## config.mk

```make
export PLATFORM = sky130hd
export DESIGN_NAME = chunk_container_validator_top
export DESIGN_NICKNAME = d
export VERILOG_FILES = /design/src/rtl/ccv_pkg.sv /design/src/rtl/ccv_parser.sv /design/src/rtl/chunk_container_validator_top.sv
export VERILOG_INCLUDE_DIRS = /design/src /design/src/rtl
export SDC_FILE = /design/constraint.sdc
export NUM_CORES = 1
export LEC_CHECK = 0
export BUFFER_PORTS_ARGS = -buffer_cell sky130_fd_sc_hd__clkbuf_2
export CELL_PAD_IN_SITES_DETAIL_PLACEMENT = 0
export CELL_PAD_IN_SITES_GLOBAL_PLACEMENT = 1
export CORE_ASPECT_RATIO = 2
export CORE_UTILIZATION = 30
export DETAILED_ROUTE_END_ITERATION = 8
export GPL_ROUTABILITY_DRIVEN = 0
export PLACE_DENSITY_LB_ADDON = 0.25
export SLEW_MARGIN = 20
export SYNTH_ARGS = -nofsm -noshare
export SYNTH_HDL_FRONTEND = slang
export SYNTH_HIERARCHICAL = 1
export SYNTH_SLANG_ARGS = --single-unit
```

## constraint.sdc

```tcl
create_clock -name clock -period 8.1 [get_ports clock]
set_clock_uncertainty 0.2 [all_clocks]
set_input_delay 1.62 -clock clock [delete_from_list [all_inputs] [get_ports clock]]
set_output_delay 1.62 -clock clock [all_outputs]
set_load 0.1 [all_outputs]
```

## src/rtl/assert_macros.svh

```systemverilog
// Assertion macros shared by the RTL; empty when synthesizing.
`ifndef ASSERT_MACROS_SVH
`define ASSERT_MACROS_SVH

`ifndef SYNTHESIS

`define ASSERT_IMPLIES(label, clk, rst, cond, expr, msg) \
   label: assert property (@(posedge clk) disable iff (rst) (cond) |-> (expr)) \
      else $error(msg);

`define ASSERT_NEXT(label, clk, rst, cond, expr, msg) \
   label: assert property (@(posedge clk) disable iff (rst) (cond) |=> (expr)) \
      else $error(msg);

`else

`define ASSERT_IMPLIES(label, clk, rst, cond, expr, msg)

`define ASSERT_NEXT(label, clk, rst, cond, expr, msg)

`endif

`endif

```

## src/rtl/ccv_pkg.sv

```systemverilog
// Types, constants and helpers for the chunk container validator.
`default_nettype none

package ccv_pkg;

   localparam int unsigned HDR_BYTES  = 16;
   localparam int unsigned MAX_CHUNKS = 4096;

   localparam logic [31:0] POS_MAX = 32'hFFFF_FFFF;

   // "CHNK"
   localparam logic [7:0] MAGIC [4] = '{8'h43, 8'h48, 8'h4E, 8'h4B};

   typedef struct packed {
      logic [7:0] data;
      logic       last;
   } ccv_byte_type;

   // 'A'..'Z', '0'..'9' or '_'
   function automatic logic tag_char_ok(input logic [7:0] c);
      return ((c >= 8'h41) && (c <= 8'h5A)) ||
             ((c >= 8'h30) && (c <= 8'h39)) ||
             (c == 8'h5F);
   endfunction

endpackage

`default_nettype wire

```

## src/rtl/ccv_parser.sv

```systemverilog
// Per-prefix parse state and the accept verdict for the byte being stepped.
`default_nettype none

module ccv_parser (
   input  logic                  clock,
   input  logic                  reset,
   input  logic                  step,
   input  ccv_pkg::ccv_byte_type item,
   input  logic [31:0]           expected_size,
   output logic                  verdict
);
   import ccv_pkg::*;

   logic [31:0] pos_ff,    pos_in;
   logic [31:0] word_ff,   word_in;
   logic [31:0] total_ff,  total_in;
   logic [31:0] count_ff,  count_in;
   logic [31:0] offset_ff, offset_in;
   logic        failed_ff, failed_in;
   logic        bad_ff,    bad_in;

   logic        active;
   logic        in_header;
   logic [31:0] rel;
   logic [3:0]  sub;
   logic [27:0] idx;
   logic [32:0] entry_end;
   logic [36:0] table_end;
   logic        size_short;
   logic        size_no_entry;

   always_comb begin
      active    = (pos_ff != POS_MAX);
      in_header = (pos_ff[31:4] == '0);
      rel       = pos_ff - 32'(HDR_BYTES);
      sub       = pos_ff[3:0];
      idx       = rel[31:4];
      word_in   = {item.data, word_ff[31:8]};
      entry_end = {1'b0, offset_ff} + {1'b0, word_in};

      pos_in    = pos_ff;
      total_in  = total_ff;
      count_in  = count_ff;
      offset_in = offset_ff;
      failed_in = failed_ff;
      bad_in    = bad_ff;

      if (active) begin
         pos_in = pos_ff + 32'd1;
         if (in_header) begin
            if ((sub[3:2] == 2'b00) && (item.data != MAGIC[sub[1:0]])) begin
               failed_in = 1'b1;
            end
            if (sub == 4'd7) begin
               total_in = word_in;
            end
            if (sub == 4'd11) begin
               count_in = word_in;
            end
         end else begin
            if (sub == 4'd0) begin
               bad_in = 1'b0;
            end
            if ((sub[3:2] == 2'b00) && !tag_char_ok(item.data)) begin
               bad_in = 1'b1;
            end
            if (sub == 4'd7) begin
               offset_in = word_in;
            end
            if ((sub == 4'd15) && ({4'b0, idx} < count_ff)) begin
               if (bad_ff || (entry_end > {1'b0, total_ff})) begin
                  failed_in = 1'b1;
               end
            end
         end
      end

      // Header fields are settled once the prefix holds 16 bytes.
      table_end     = {1'b0, count_ff, 4'b0} + 37'(HDR_BYTES);
      size_short    = (pos_in[31:4] == '0);
      size_no_entry = (pos_in[31:5] == '0);

      verdict = 1'b1;
      if (size_short || failed_in) begin
         verdict = 1'b0;
      end else if (total_ff != expected_size) begin
         verdict = 1'b0;
      end else if ((count_ff == '0) || (count_ff > 32'(MAX_CHUNKS))) begin
         verdict = 1'b0;
      end else if (table_end > {5'b0, total_ff}) begin
         verdict = 1'b0;
      end else if (size_no_entry) begin
         verdict = (pos_in < expected_size);
      end
   end

   always_ff @(posedge clock) begin
      if (reset) begin
         pos_ff    <= '0;
         word_ff   <= '0;
         total_ff  <= '0;
         count_ff  <= '0;
         offset_ff <= '0;
         failed_ff <= 1'b0;
         bad_ff    <= 1'b0;
      end else if (step) begin
         if (item.last) begin
            pos_ff    <= '0;
            word_ff   <= '0;
            total_ff  <= '0;
            count_ff  <= '0;
            offset_ff <= '0;
            failed_ff <= 1'b0;
            bad_ff    <= 1'b0;
         end else begin
            pos_ff    <= pos_in;
            word_ff   <= active ? word_in : word_ff;
            total_ff  <= total_in;
            count_ff  <= count_in;
            offset_ff <= offset_in;
            failed_ff <= failed_in;
            bad_ff    <= bad_in;
         end
      end
   end

endmodule

`default_nettype wire

```

## src/rtl/chunk_container_validator_top.sv

```systemverilog
// Top level of the chunk container validator: handshakes, registers, config.
//
//   channel  ports                          moves
//   req      req_valid/req_ready            one prefix byte and its last flag
//   rsp      rsp_valid/rsp_ready            accept verdict for a finished prefix
//   csr      csr_wr_en/csr_wr_data          file size, written without wait
//
// One item per cycle, but a last byte holds the input register while the
// result register keeps an untaken verdict. An item in the input register
// updates the parse state and verdict when stepped, and a stepped last byte
// loads its verdict into the result register. Synchronous reset clears all
// control and parse state and the file size; no clearing pass.
`default_nettype none
`include "assert_macros.svh"

module chunk_container_validator_top (
   input  logic        clock,
   input  logic        reset,
   input  logic        req_valid,
   output logic        req_ready,
   input  logic [7:0]  req_data_byte,
   input  logic        req_last_byte,
   output logic        rsp_valid,
   input  logic        rsp_ready,
   output logic        rsp_is_container,
   input  logic        csr_wr_en,
   input  logic [31:0] csr_wr_data
);
   import ccv_pkg::*;

   logic         s1_valid_ff, s1_valid_in;
   ccv_byte_type s1_item_ff;
   logic         rsp_valid_ff, rsp_valid_in;
   logic         rsp_is_container_ff;
   logic [31:0]  expected_size_ff;

   logic         out_free;
   logic         s1_go;
   logic         req_take;
   logic         verdict;

   always_comb begin
      out_free = !rsp_valid_ff || rsp_ready;
      s1_go    = s1_valid_ff && (!s1_item_ff.last || out_free);
      req_take = req_valid && req_ready;

      s1_valid_in = s1_valid_ff;
      if (req_take) begin
         s1_valid_in = 1'b1;
      end else if (s1_go) begin
         s1_valid_in = 1'b0;
      end

      rsp_valid_in = rsp_valid_ff;
      if (s1_go && s1_item_ff.last) begin
         rsp_valid_in = 1'b1;
      end else if (rsp_ready) begin
         rsp_valid_in = 1'b0;
      end
   end

   assign req_ready        = !s1_valid_ff || s1_go;
   assign rsp_valid        = rsp_valid_ff;
   assign rsp_is_container = rsp_is_container_ff;

   ccv_parser u_parser (
      .clock         (clock),
      .reset         (reset),
      .step          (s1_go),
      .item          (s1_item_ff),
      .expected_size (expected_size_ff),
      .verdict       (verdict)
   );

   always_ff @(posedge clock) begin
      if (reset) begin
         s1_valid_ff      <= 1'b0;
         rsp_valid_ff     <= 1'b0;
         expected_size_ff <= '0;
      end else begin
         s1_valid_ff  <= s1_valid_in;
         rsp_valid_ff <= rsp_valid_in;
         if (csr_wr_en) begin
            expected_size_ff <= csr_wr_data;
         end
      end
   end

   always_ff @(posedge clock) begin
      if (req_take) begin
         s1_item_ff.data <= req_data_byte;
         s1_item_ff.last <= req_last_byte;
      end
      if (s1_go && s1_item_ff.last) begin
         rsp_is_container_ff <= verdict;
      end
   end

   `ASSERT_NEXT(a_last_gives_rsp, clock, reset, s1_go && s1_item_ff.last, rsp_valid_ff,
                "last item lost its verdict")
   `ASSERT_IMPLIES(a_no_overwrite, clock, reset, rsp_valid_ff && !rsp_ready,
                   !(s1_go && s1_item_ff.last), "pending verdict overwritten")
   `ASSERT_IMPLIES(a_stall_cause, clock, reset, !req_ready,
                   s1_valid_ff && s1_item_ff.last && !out_free, "input stalled without cause")

endmodule

`default_nettype wire
```

==> results.ini <==
[critical_path]
slack_of_the_worst_reg_to_reg_path_ps = 2460
worst_ep_required_time_ps = 8180
crit_path_max_fanout = 4
crit_path_start_kind = register
max_stage_delay_cell_worst_path = o31ai_1
capture_point_of_the_worst_reg_to_reg_path = rsp_is_container$_DFFE_PP_
cp-startpoint = u_parser/word_ff[8]$_SDFFE_PP0P_
path_cells = ha_1 > inv_1 > fa_1 > nor2b_1 > o31a_1 > o41ai_1 > o31ai_1 > a211oi_1 > o31a_1 > o21bai_1 > a21oi_1 > xnor2_1 > ha_1 > a21o_1 > a21oi_1 > o2111ai_1 > nor3_1 > a2bb2oi_1 > o21ai_0 > nor4_1
critPathArrivalTime_ps = 5720
r2r-start = u_parser/word_ff[8]$_SDFFE_PP0P_
critPathKind = register to register
endpoint_kind = register
endpoint = rsp_is_container$_DFFE_PP_
worst_path_largest_cell_delay_ps = 760
r2r_cells = 20

[global_routing]
grt_pass1_vias = 12700
gr-total-overflow = 0
pin_count_of_the_biggest_net_entering_global_routing = 116
globalRouteTotalUtil_pct = 21.6
number_of_antenna_violations_at_the_first_check_in_global_routing = 0
grt_first_pass_wirelength_um = 76700

[place]
port_buffers = 48
placement.setup.worst_slack_ps = 2540
placed_area_um2 = 15000
post_placement_cell_count = 2388
detailed_place_hpwl_um = 40500

[timing]
achievable-frequency_ghz = 0.177
timing.final.hold_violations = 0
final_critical_path_setup_slack_ps = 2460
finalMaxSlewViolations = 0
slew_headroom_pct = 14.0
grt_setup_unrepaired = false
timing.final.crit_share_pct = 69.7
period_needed_ps = 5640
timing.setup.tns_ps = 0
worst_slew_pin_slew_ps = 1260
final-setup-viol-count = 0

[final_layout]
multiInputGateArea_um2 = 9370
non_filler_instance_count_after_layout = 2420
n_fill_cell = 4989
fin_area_um2 = 15600
area_overhead_vs_synth_pct = 9.11
proportion_of_layout_cells_with_a_drive_suffix_above_1_pct = 6.19
final_net_count = 1986
final-seq-area_um2 = 4060
number_of_antenna_repair_diodes = 0

[synth]
synth_sequential_area_ratio_pct = 28.4
synth_fp_nets = 1995
netlist_area_um2 = 14300
postSynth.topFlopCell = dfxtp_1
avgSynthCellArea_um2 = 8.00
synth.most_common_cell = nor2_1
yosys_warnings = 6
ys_async_sr_fraction_pct = 0
synth-edff-count = 10
synthDominantAreaCellType = dfxtp_1
yosys-top-cells-count = nor2_1, dfxtp_1, nand2_1
synthTopCellsByArea = dfxtp_1, ha_1, mux2i_1, xnor2_1, nor2_1
post_synth_num_cell_types = 67
ys_ff_latch = 198
syn_inst = 1789
synth_largest_type_area_fraction_pct = 26.3

[detailed_routing]
routed_via_density = 5.17
dr.pass1.iters = 5
route.vias.total = 12500
totalWireLength_um = 51700
detail_route.iter0.violations = 569
antenna_violating_nets_post_route = 0
drc = 0
routed_wire_length_per_instance_um = 21.4

[clocking]
htreeDepth = 4
tritoncts = yes
post-cts-setup-buffer-count = 0
clockBufferDepth = 2
post_cts.resized_instances = 0
total_clock_buffers_created_by_cts = 17
worst_setup_hold_path_clk_slew_ps = 80
clkLatencyLatePin_ps = 470
cts_sinks = 198
cts_hold_repair.buffers = 0
clock_tree.root_cell = clkbuf_16

[floorplan]
die_area_um2 = 48700
core_area_um2 = 46800
pin_count = 49
std_cell_rows = 112
die_w_um = 156
initial_core_utilization_pct = 30.6
die_height_um = 311

[power_and_ir_drop]
p_leak_nw = 6.68
total_power_w = 0.00213
ir_worst_vdd_v = 0.000148
pwr_density_cell_nw_per_um2 = 136

[min_path]
path_category_of_the_worst_min_delay_check = register to register

[run]
max-cap-violations = 0

[status]
run_status = finished, final reports clean

==> sequential cells by signal, indices dropped and copies added (netlist names), 9 cells and up <==
register	cells
expected_size_ff	32
s1_item_ff	9
u_parser/count_ff	32
u_parser/offset_ff	32
u_parser/pos_ff	32
u_parser/total_ff	32
u_parser/word_ff	24
==> metrics by stage <==
stage	util [%]	hold slack, ps
2_1_floorplan	-	240
3_3_place_gp	32.1	246
3_5_place_dp	32.1	252
4_1_cts	33.4	264
5_1_grt	33.4	282
6_report	33.4	262
==> cells in the final DEF (no fill, tap or decap), types with 5 or more instances in the layout <==
master     netlist  final
nand3_1         45     45
a21oi_1        143    143
a2111oi_0        5      5
ha_1           159    159
edfxtp_1        10     10
xor2_1          44     44
and4_1           7      7
and2_1           7      7
nor2_1         198    198
or4_1            6      6
a211oi_1        15     15
nand2_1        178    178
a31oi_1          7      7
nor2b_1         56     55
clkbuf_16        0     17
dfxtp_1        188    188
o211ai_1        13     13
o21a_1           8      7
a22oi_1          8      8
nand4_1         46     46
xnor2_1         98     98
inv_6            0      6
nor3_1          35     35
and3_1          15     15
mux2i_1         98     98
inv_1          124    124
a21o_1          34     34
buf_4            3     14
o21ai_0         49     49
nand2b_1         8      8
o2111ai_1        7      7
o21bai_1        10     10
nor4_1          27     26
clkbuf_2         1     47
==> critical path, delay by kind of cell, from the launching register on <==
kind / cells / cell delay [ps]
buf+inv: 1 / 70
simple gates: 3 / 640
compound gates: 12 / 3130
xor+xnor: 1 / 180
flops: 1 / 350
fa+ha+maj: 3 / 880
==> cells by family (layout without fill, tap and decap cells) <==
| logic type | after synthesis | in the layout | synth area share [%] |
|---|---|---|---|
| and+or+nand+nor | 647 | 647 | 21.4 |
| AOI/OAI and AO/OA | 329 | 329 | 14.1 |
| buffers and inverters | 214 | 218 | 6.40 |
| DFF | 198 | 198 | 28.4 |
| adders and majority gates | 160 | 160 | 14.0 |
| xor gates and xnor gates | 142 | 142 | 8.69 |
| muxes | 99 | 99 | 6.93 |
==> layer usage <==
| layer | track usage (%) | wire length (µm) | vias up | part of all wire, % |
|---|---|---|---|---|
| met2 | 41.3 | 28400 | 247 | 55 |
| met3 | 2.06 | 996 | 126 | 1.9 |
| met4 | 16.6 | 4000 | 0 | 7.7 |
| met1 | 20.8 | 18300 | 5970 | 35 |
| met5 | 0 | 0 | - | 0 |
| li1 | - | - | 6174 | - |
==> power by group <==
group	internal, W	switching (W)
registers	0.000999	0.0000238
clock network	0.000440	0.000450
logic	0.0000769	0.000142
==> how the worst min path moves through the flow <==
stage	from	slack, ps	depth (start not counted)	to
after global routing	u_parser/offset_ff[22]$_SDFFE_PP0P_	280	2	u_parser/offset_ff[22]$_SDFFE_PP0P_
after global placement	u_parser/offset_ff[7]$_SDFFE_PP0P_	250	2	u_parser/offset_ff[7]$_SDFFE_PP0P_
final	u_parser/offset_ff[12]$_SDFFE_PP0P_	260	2	u_parser/offset_ff[12]$_SDFFE_PP0P_
after CTS	u_parser/offset_ff[21]$_SDFFE_PP0P_	260	2	u_parser/offset_ff[21]$_SDFFE_PP0P_
after detailed placement	u_parser/offset_ff[21]$_SDFFE_PP0P_	250	2	u_parser/offset_ff[21]$_SDFFE_PP0P_
after floorplan	u_parser/offset_ff[0]$_SDFFE_PP0P_	240	2	u_parser/offset_ff[0]$_SDFFE_PP0P_
==> area by class of cell <==
class,instances,share of cell area [%]
Tap cell,627,5.02
Clock buffer,18,2.75
Clock inverter,14,1.01
Timing Repair Buffer,62,2.25
Multi-Input combinational cell,1377,60.0
Sequential cell,198,26.0
Inverter,124,2.98
Note: power is estimated with default switching activity, not from simulation.
